===== src/rtl/core/fas_pkg.sv =====
// Package: shared types and constants for the truncating float adder/subtractor.
package fas_pkg;

    localparam int WordW = 32;
    localparam int ExpW = 8;
    localparam int FracW = 23;
    localparam int ManW = 24;

    localparam logic OP_ADD = 1'b0;
    localparam logic OP_SUB = 1'b1;

    // Stage 1 to stage 2: aligned, signed mantissas
    typedef struct packed {
        logic        bypass;
        logic [31:0] bypass_val;
        logic [31:0] ma;
        logic [31:0] mb;
        logic [7:0]  exp;
    } align_t;

    // Stage 2 to stage 3: magnitude of the sum
    typedef struct packed {
        logic        bypass;
        logic [31:0] bypass_val;
        logic        sgn;
        logic [31:0] mag;
        logic [7:0]  exp;
    } mag_t;

endpackage


===== src/rtl/core/fas_align.sv =====
// Module: operand preparation, exponent compare and mantissa alignment.
module fas_align
(
    input  logic               op,
    input  logic [31:0]        operand_a,
    input  logic [31:0]        operand_b,
    output fas_pkg::align_t    result
);

    logic [31:0] b_eff;
    logic [23:0] ma;
    logic [23:0] mb;
    logic [7:0]  ea;
    logic [7:0]  eb;
    logic [7:0]  d;
    logic [23:0] ma_sh;
    logic [23:0] mb_sh;

    // Negate b for subtract (+0 and -0 both give +0)
    always_comb
    begin
        b_eff = operand_b;
        if (op == fas_pkg::OP_SUB)
        begin
            if (operand_b[31])
                b_eff = {1'b0, operand_b[30:0]};
            else if (operand_b != 32'd0)
                b_eff = {1'b1, operand_b[30:0]};
        end
    end

    assign ma = {1'b1, operand_a[22:0]};
    assign mb = {1'b1, b_eff[22:0]};
    assign ea = operand_a[30:23];
    assign eb = b_eff[30:23];

    // Align the smaller exponent
    always_comb
    begin
        ma_sh = ma;
        mb_sh = mb;
        if (ea < eb)
        begin
            d = eb - ea;
            ma_sh = (d >= 8'd24) ? 24'd0 : (ma >> d[4:0]);
            result.exp = eb;
        end
        else
        begin
            d = ea - eb;
            mb_sh = (d >= 8'd24) ? 24'd0 : (mb >> d[4:0]);
            result.exp = ea;
        end
        result.ma = operand_a[31] ? (32'd0 - {8'd0, ma_sh}) : {8'd0, ma_sh};
        result.mb = b_eff[31] ? (32'd0 - {8'd0, mb_sh}) : {8'd0, mb_sh};
    end

    // Early-out cases
    always_comb
    begin
        result.bypass = 1'b1;
        result.bypass_val = 32'd0;
        if (op == fas_pkg::OP_SUB && operand_a == operand_b)
            result.bypass_val = 32'd0;
        else if (operand_a == 32'd0)
            result.bypass_val = b_eff;
        else if (b_eff == 32'd0)
            result.bypass_val = operand_a;
        else
            result.bypass = 1'b0;
    end

endmodule


===== src/rtl/core/fas_norm.sv =====
// Module: leading-one search and normalization of the sum magnitude.
module fas_norm
(
    input  fas_pkg::mag_t  m,
    output logic [31:0]    sum_bits
);

    logic [4:0]  top;
    logic [31:0] frac;
    logic [7:0]  e;

    // Leading one position
    always_comb
    begin
        top = 5'd0;
        for (int i = 0; i < 32; i++)
        begin
            if (m.mag[i])
                top = 5'(i);
        end
    end

    always_comb
    begin
        if (top >= 5'd23)
        begin
            frac = m.mag >> (top - 5'd23);
            e = m.exp + {3'd0, top - 5'd23};
        end
        else
        begin
            frac = m.mag << (5'd23 - top);
            e = m.exp - {3'd0, 5'd23 - top};
        end
        if (m.bypass)
            sum_bits = m.bypass_val;
        else if (m.mag == 32'd0)
            sum_bits = 32'd0;
        else
            sum_bits = {m.sgn, e, frac[22:0]};
    end

endmodule


===== src/rtl/core/float32_add_sub_truncating.sv =====
// Top level: pipelined truncating single-precision adder/subtractor.
// Usage:
//   Slave channel s_axis_* carries one transaction per operation:
//   tdata = {operand_b, operand_a, op} packed from bit 0, zero-filled to 72 bits.
//   Master channel m_axis_* returns one transaction per input with tdata = sum_bits.
//   Throughput: one transaction per cycle while the receiver keeps m_axis_tready
//   high; the pipeline is a chain of three register stages (align,
//   add/magnitude, normalize+output), and m_axis_tvalid comes from the last.
//   Reset (rst_n low) clears all valid bits; payload registers are not reset.
//   When the receiver stalls, stages fill up; a stage advances only when the
//   stage after it is empty or moving, so nothing is lost or repeated.
//   s_axis_tready drops only once every stage holds a transaction.
module float32_add_sub_truncating
(
    input  logic        clk,
    input  logic        rst_n,
    input  logic        s_axis_tvalid,
    output logic        s_axis_tready,
    input  logic [71:0] s_axis_tdata,   // [0] op, [32:1] operand_a, [64:33] operand_b
    output logic        m_axis_tvalid,
    input  logic        m_axis_tready,
    output logic [31:0] m_axis_tdata    // [31:0] sum_bits
);

    fas_pkg::align_t al;
    fas_pkg::align_t s1_reg;
    fas_pkg::mag_t   s2_reg;
    fas_pkg::mag_t   mag_next;
    logic [31:0]     sum_next;
    logic [31:0]     out_reg;
    logic            v1_reg;
    logic            v2_reg;
    logic            v3_reg;
    logic            adv1;
    logic            adv2;
    logic            adv3;
    logic [31:0]     s;

    // Pipeline handshake
    assign adv3 = !v3_reg || m_axis_tready;
    assign adv2 = !v2_reg || adv3;
    assign adv1 = !v1_reg || adv2;
    assign s_axis_tready = adv1;
    assign m_axis_tvalid = v3_reg;
    assign m_axis_tdata = out_reg;

    fas_align u_align
    (
        .op        (s_axis_tdata[0]),
        .operand_a (s_axis_tdata[32:1]),
        .operand_b (s_axis_tdata[64:33]),
        .result    (al)
    );

    // Add and take magnitude
    always_comb
    begin
        s = s1_reg.ma + s1_reg.mb;
        mag_next.bypass = s1_reg.bypass;
        mag_next.bypass_val = s1_reg.bypass_val;
        mag_next.sgn = s[31];
        mag_next.mag = s[31] ? (32'd0 - s) : s;
        mag_next.exp = s1_reg.exp;
    end

    fas_norm u_norm
    (
        .m        (s2_reg),
        .sum_bits (sum_next)
    );

    // Valid bits
    always_ff @(posedge clk or negedge rst_n)
    begin
        if (!rst_n)
        begin
            v1_reg <= 1'b0;
            v2_reg <= 1'b0;
            v3_reg <= 1'b0;
        end
        else
        begin
            if (adv1)
                v1_reg <= s_axis_tvalid;
            if (adv2)
                v2_reg <= v1_reg;
            if (adv3)
                v3_reg <= v2_reg;
        end
    end

    // Payload
    always_ff @(posedge clk)
    begin
        if (adv1)
            s1_reg <= al;
        if (adv2)
            s2_reg <= mag_next;
        if (adv3)
            out_reg <= sum_next;
    end

endmodule


===== config.mk =====
export PLATFORM = sky130hd
export DESIGN_NAME = float32_add_sub_truncating
export DESIGN_NICKNAME = d
export VERILOG_FILES = /design/src/rtl/core/fas_pkg.sv /design/src/rtl/core/fas_align.sv /design/src/rtl/core/fas_norm.sv /design/src/rtl/core/float32_add_sub_truncating.sv
export SDC_FILE = /design/constraint.sdc
export NUM_CORES = 1
export LEC_CHECK = 0
export ABC_CLOCK_PERIOD_IN_PS = 6100
export BUFFER_PORTS_ARGS = -buffer_cell sky130_fd_sc_hd__clkbuf_2
export CAP_MARGIN = 40
export CORE_MARGIN = 10
export CORE_UTILIZATION = 55
export CTS_BUF_LIST = sky130_fd_sc_hd__clkbuf_4
export DETAILED_ROUTE_END_ITERATION = 10
export PLACE_DENSITY_LB_ADDON = 0.3
export SLEW_MARGIN = 10
export SYNTH_ARGS = -nofsm -noshare
export SYNTH_HDL_FRONTEND = slang
export SYNTH_SLANG_ARGS = --single-unit

===== constraint.sdc =====
create_clock -name clk -period 6.1 [get_ports clk]
set_input_delay 0.915 -clock clk [delete_from_list [all_inputs] [get_ports clk]]
set_output_delay 0.915 -clock clk [all_outputs]
set_load 0.1 [all_outputs]

==> results of run 1 <==
[cell type report]
| cell class | count | share of cell area [%] |
|---|---|---|
| well taps | 396 | 2.66 |
| diodes | 4 | 0.0537 |
| clock inverters | 15 | 0.852 |
| inverters | 61 | 1.23 |
| flip-flops and latches | 200 | 32.1 |
| clock buffers | 17 | 0.684 |
| repair buffers | 164 | 5.49 |
| multi-input cells | 1460 | 56.9 |
[power by group]
part           switching (mW)  total (mW)  internal, mW
clock                   0.483       0.668         0.185
combinational            2.85        4.38          1.53
sequential              0.305        2.28          1.98
[synthesized netlist by cell type, types with 9 or more instances]
library cell	n	area, um2
edfxtp_1	197	5920
nand2_1	184	691
nor2_1	151	567
o21ai_0	116	581
a21oi_1	107	536
mux2i_1	107	1070
clkbuf_1	101	379
xnor2_1	89	780
inv_1	58	218
ha_1	53	663
mux4_2	50	1130
nor3_1	46	230
xor2_1	40	350
nand3_1	36	180
o31ai_1	34	255
nor4_1	30	188
a22o_1	28	245
mux2_2	28	315
a22oi_1	27	203
a21o_1	23	173
nand2b_1	23	144
a31oi_1	22	138
o21a_1	22	165
buf_1	19	71.3
and2_1	15	93.8
o211ai_1	15	113
a211oi_1	13	97.6
nand4_1	13	81.3
nor2b_1	10	62.6
o21bai_1	10	75.1
or3_1	10	62.6
a221o_1	9	90.1
a41oi_1	9	78.8
and3_1	9	56.3
o31a_1	9	78.8
[critical path, cell delays in order]
cell and delay, ns:
clkbuf_2 0.15, inv_1 0.06, ha_1 0.23, fa_1 0.96
mux4_2 0.45, nand2_1 0.09, o21a_1 0.27, nor3_1 0.08
o32ai_1 0.54, inv_1 0.10, nand2_1 0.13, ha_1 0.17
o21ai_0 0.11, a21oi_1 0.21, nand3_1 0.26, o31ai_1 0.40
xnor2_1 0.11
[routing by layer]
| metal | vias up | global-route usage, % | wire length [um] |
|---|---|---|---|
| met5 | - | 0 | 0 |
| met4 | 0 | 16.6 | 3330 |
| met3 | 152 | 4.04 | 4190 |
| met2 | 773 | 47.1 | 26600 |
| met1 | 7284 | 36.7 | 22800 |
| li1 | 7149 | - | - |
[metrics by stage]
step | setup slack (ns) | power (mW) | hold slack [ns] | area (um2) | std cells
after floorplan | 0.0901 | 5.47 | 0.400 | 17300 | 1849
after global placement | 0.801 | 6.53 | 0.403 | 18200 | 2273
after detailed placement | 0.713 | 6.60 | 0.405 | 18300 | 2280
after CTS | 1.36 | 7.26 | 0.0251 | 18600 | 2312
after global routing | 0.987 | 7.76 | 0.0128 | 18700 | 2317
final | 1.23 | 7.33 | 0.0646 | 18700 | 2317
[kinds of logic (layout without fill, tap and decap cells)]
family / count (synthesis) / after routing / synth area share (%)
other: 1 / 10 / 0.0217
DFF: 200 / 200 / 34.7
AOI/OAI and AO/OA: 528 / 528 / 20.7
xor gates and xnor gates: 129 / 129 / 6.55
buffers and inverters: 189 / 257 / 4.17
muxes: 185 / 185 / 14.6
adders and majority gates: 57 / 57 / 4.31
and+or+nand+nor: 555 / 555 / 15.0
[worst paths after layout]
check	startpoint	endpoint	cells past startpoint
max in group asynchronous	rst_n	m_axis_tvalid$_DFFE_PN0P_	1
hold reg to reg	mag_next[51]$_SDFFCE_PP0P_	s2_reg[51]$_DFFE_PP_	0
setup / recovery	s_axis_tdata[56]	s1_reg[60]$_DFFE_PP_	17
min in group clk	mag_next[51]$_SDFFCE_PP0P_	s2_reg[51]$_DFFE_PP_	0
hold / removal	rst_n	m_axis_tvalid$_DFFE_PN0P_	1
setup reg to reg	s2_reg[15]$_DFFE_PP_	m_axis_tdata[9]$_DFFE_PP_	13
==> impl_metrics.toml, run 1 <==
[global_routing]
grt_pass1_vias = 14700
grt-ovfl-total = 0
antenna_found_initial = 4
track_usage_pct = 29.1
grt_max_degree = 76
grt_pass1_wl_um = 87200

[timing]
relSlewSlack_pct = 38.2
post-route-period-util_pct = 79.9
hold_viol_final = 0
timing.setup.tns_ns = 0
skew_ns = 0.0221
finalMaxSlewViolations = 0
rsz0062_at_grt = "no"
worst_slew_pin_slew_ns = 0.920
fin_crit_ns = 4.87
setup_viol = 0
max_freq_mhz = 205

[floorplan]
chipHeight_um = 197
placementRows = 64
start_util_pct = 56.1
die-area_um2 = 38900
die_w_um = 197
core_region_area_um2 = 30700
ioPinCount = 110

[drt]
drcViolationCount = 0
drt-initial-drc-count = 1676
routed_wl_um = 56900
vias_per_cell = 6.63
postRouteAntennaNets = 0
routedWlPerCell_um = 24.6
via_count = 15400
dr.pass1.iters = 6

[synth]
synth_edf_count = 197
synth.yosys.seq_area_share_pct = 34.7
yosysUniqueCellTypes = 88
async_flop_share_pct = 1.50
synth.cell_area_um2 = 17300
syn_area_per_cell_um2 = 9.36
synth_ff_type = "edfxtp_1"
yosysWarnings = 0
synthCells = 1844
ys_seq_elements = 200

[power]
p_leak_nw = 7.35
pwr_density_cell_nw_per_um2 = 393
ir_worst_vdd_mv = 0.292

[setup_path]
worstPathRequired_ns = 6.47
crit_fanout = 12
r2r_slack_ns = 1.27
timing_worst_setup_path_type = "in2reg"
crit_path_end_kind = "flop"
cp.arrival_ns = 5.25
start_kind = "input port"

[final_layout]
drive_above_1_share_pct = 15.9
final_core_util_pct = 60.7
largest_reg_flops = 74
fill_cells = 2678
regArea_um2 = 5990
nets = 2037
layout_commonest_cell = "edfxtp_1"
area_growth_pct = 8.06
multi_input_area_um2 = 10600
final_cell_mix = "197 x edfxtp_1, 184 x nand2_1, 150 x nor2_1"

[cts]
clk_path_buf_depth = 2
hold_buffers = 0
htreeDepth = 4
cts_tree = "yes"
cts_setup_buffers = 0
ctsResizeCount = 0
cts_buffers = 17
clkTransAtPathRegs_ns = 0.17
clk_latency_ns = 0.61
ctsRootBufferMaster = "clkbuf_4"
clock_sinks = 200

[flow_run]
maxCapViolCount = 0

[run_status]
status = "finished, final reports clean"

[placed_design]
gp_congestion = 1.01
hpwl_um = 45000
portBuffers = 102

[hold_path]
hold_path_class = "in2async"
(Power assumes the default switching activity.)
==> run 2: changes to the inputs <==
--- a/config.mk
+++ b/config.mk
@@ -5,7 +5,7 @@
 export SDC_FILE = /design/constraint.sdc
 export NUM_CORES = 1
 export LEC_CHECK = 0
-export ABC_CLOCK_PERIOD_IN_PS = 6100
+export ABC_CLOCK_PERIOD_IN_PS = 4300
 export BUFFER_PORTS_ARGS = -buffer_cell sky130_fd_sc_hd__clkbuf_2
 export CAP_MARGIN = 40
 export CORE_MARGIN = 10
==> constraint.sdc (replaced) <==
create_clock -name clk -period 4.3 [get_ports clk]
set_input_delay 0.645 -clock clk [delete_from_list [all_inputs] [get_ports clk]]
set_output_delay 0.645 -clock clk [all_outputs]
set_load 0.1 [all_outputs]
==> impl_metrics.toml, run 2 (synthesis results as in run 1) <==
[final_layout]
stdcell_area_um2 = 20600
regArea_um2 = 5990
drive_above_1_share_pct = 26.0
final_cell_mix = "274 x buf_4, 197 x edfxtp_1, 184 x nand2_1"
largest_reg_flops = 74
fill_cells = 2498
instances_no_fill = 2543
layout_commonest_cell = "buf_4"
final_core_util_pct = 67.1
area_growth_pct = 19.5
multi_input_area_um2 = 10800
nets = 2263

[placed_design]
portBuffers = 102
place_area_um2 = 20100
place_inst = 2486
hpwl_um = 49000
dpl_worst_slack_ns = -0.358
gp_congestion = 1.04

[global_routing]
grt_max_degree = 67
track_usage_pct = 31.9
antenna_found_initial = 4
grt_util_met2_pct = 53.6
grtUsageMet1_pct = 39.1
gr-max-usage-layer = "met2"
grt_pass1_wl_um = 96000
grtUsageMet3_pct = 4.48
grt-ovfl-total = 0
grt_pass1_vias = 16200

[drt]
routedWlPerCell_um = 24.6
routed_wl_um = 62600
vias_per_cell = 6.57
drcViolationCount = 0
postRouteAntennaNets = 0
dr.pass1.iters = 6
drt-initial-drc-count = 2161
via_count = 16700

[hold_path]
hold_path_startpoint = "s_axis_tvalid"
hold_path_depth = 2
min_to = "v1_reg$_DFFE_PN0P_"
hold_path_class = "in2reg"

[setup_path]
cpMaxStageDelayCell = "or4_4"
crit_fanout = 3
crit_path_end_kind = "flop"
reg2reg_depth = 12
critPathBufInv = 1
cpMostUsedCell = "or4_4"
crit_chain = "ha_2, fa_2, buf_4, a21o_2, a21oi_1, xnor2_1, or4_4, or4_4, or4b_4, or4_4, or4b_4, nor2_4"
start_kind = "flop"
worstPathRequired_ns = 4.78
r2r-end = "s2_reg[33]$_SDFFCE_PP0P_"
cp_slowest_stage_delay_ns = 0.51
reg2reg_from = "s1_reg[8]$_DFFE_PP_"
crit_family = "simple AND/OR/NAND/NOR gates"
timing_worst_setup_path_type = "reg2reg"
cp.arrival_ns = 4.76
r2r_slack_ns = 0.02

[cts]
cts_buffers = 17
clk_latency_ns = 0.61
ctsRootBufferMaster = "clkbuf_4"
clock_sinks = 200
htreeDepth = 4
cts_tree = "yes"
clk_path_buf_depth = 2
clkTransAtPathRegs_ns = 0.18

[timing]
hold_viol_final = 0
worst_slew_pin_slew_ns = 0.813
fin_crit_ns = 4.28
rsz0062_at_grt = "yes"
finalMaxSlewViolations = 0
skew_ns = 0.0442
timing.setup.tns_ns = 0
post-route-period-util_pct = 99.6
hold-worst-slack_ns = 0.236
finalWorstSetupSlack_ns = 0.0192
relSlewSlack_pct = 45.7
setup_viol = 0
max_freq_mhz = 234

[floorplan]
die-area_um2 = 38900
ioPinCount = 110
core_region_area_um2 = 30700
start_util_pct = 56.1
placementRows = 64
die_w_um = 197
chipHeight_um = 197

[run_status]
status = "finished, final reports clean"

[power]
ir_worst_vdd_mv = 0.398
p_clk_share_pct = 8.5
seqPwrFrac_pct = 26.4
switching_share_pct = 48.0
p_leak_nw = 8.51
pwr_density_cell_nw_per_um2 = 565
p_comb_share_pct = 65.0
p_sw_mw = 5.60
finalPower_mw = 11.7
internal_power_mw = 6.06

[flow_run]
maxCapViolCount = 0
run 2: layout make-up:
class | instances | share of cell area [%]
multi-input combinational | 1460 | 52.3
sequential | 200 | 29.1
timing repair buffer | 390 | 13.6
tap | 396 | 2.40
inverter | 61 | 1.17
clock inverter | 15 | 0.777
clock buffer | 17 | 0.619
antenna | 4 | 0.0485
run 2: routing by layer:
metal  wire length [um]  up-vias
li1                   -     7582
met1              24200     7972
met2              30000      966
met3               4640      186
met4               3720        0
met5                  0        -
run 2: worst reg2reg max path, stage by stage, from the launching register on:
cell	delay, ns
edfxtp_1	0.44
ha_2	0.23
fa_2	0.36
buf_4	0.15
a21o_2	0.18
a21oi_1	0.19
xnor2_1	0.12
or4_4	0.51
or4_4	0.44
or4b_4	0.50
or4_4	0.44
or4b_4	0.51
nor2_4	0.10
run 2: timing repair:
action	CTS	global route
setup buffers	23	1
setup endpoints to repair	8	11
endpoints found under the hold margin	3	0
hold buffers	1	0
pin swaps	11	11
resized for setup	9	11
run 2: how the worst max path moves through the flow:
stage,start,to,slack (ns),cells past startpoint
after floorplan,m_axis_tready,mag_next[0]$_DFFE_PP_,-1.44,1
after global placement,s_axis_tdata[24],s1_reg[28]$_DFFE_PP_,-0.29,21
after detailed placement,s_axis_tdata[24],s1_reg[28]$_DFFE_PP_,-0.36,21
after CTS,s1_reg[40]$_DFFE_PP_,s2_reg[33]$_SDFFCE_PP0P_,-0.07,12
after global routing,s1_reg[8]$_DFFE_PP_,s2_reg[33]$_SDFFCE_PP0P_,-0.1,12
final,s1_reg[8]$_DFFE_PP_,s2_reg[33]$_SDFFCE_PP0P_,0.02,12
run 2: power groups by stage:
stage	combinational [mW]	clock, mW	sequential [mW]
after global routing	8.05	1.09	3.13
after detailed placement	7.03	0	3.12
final	7.58	0.994	3.08
after floorplan	3.92	0	3.89
after global placement	6.90	0	3.08
after CTS	7.35	1.01	3.07
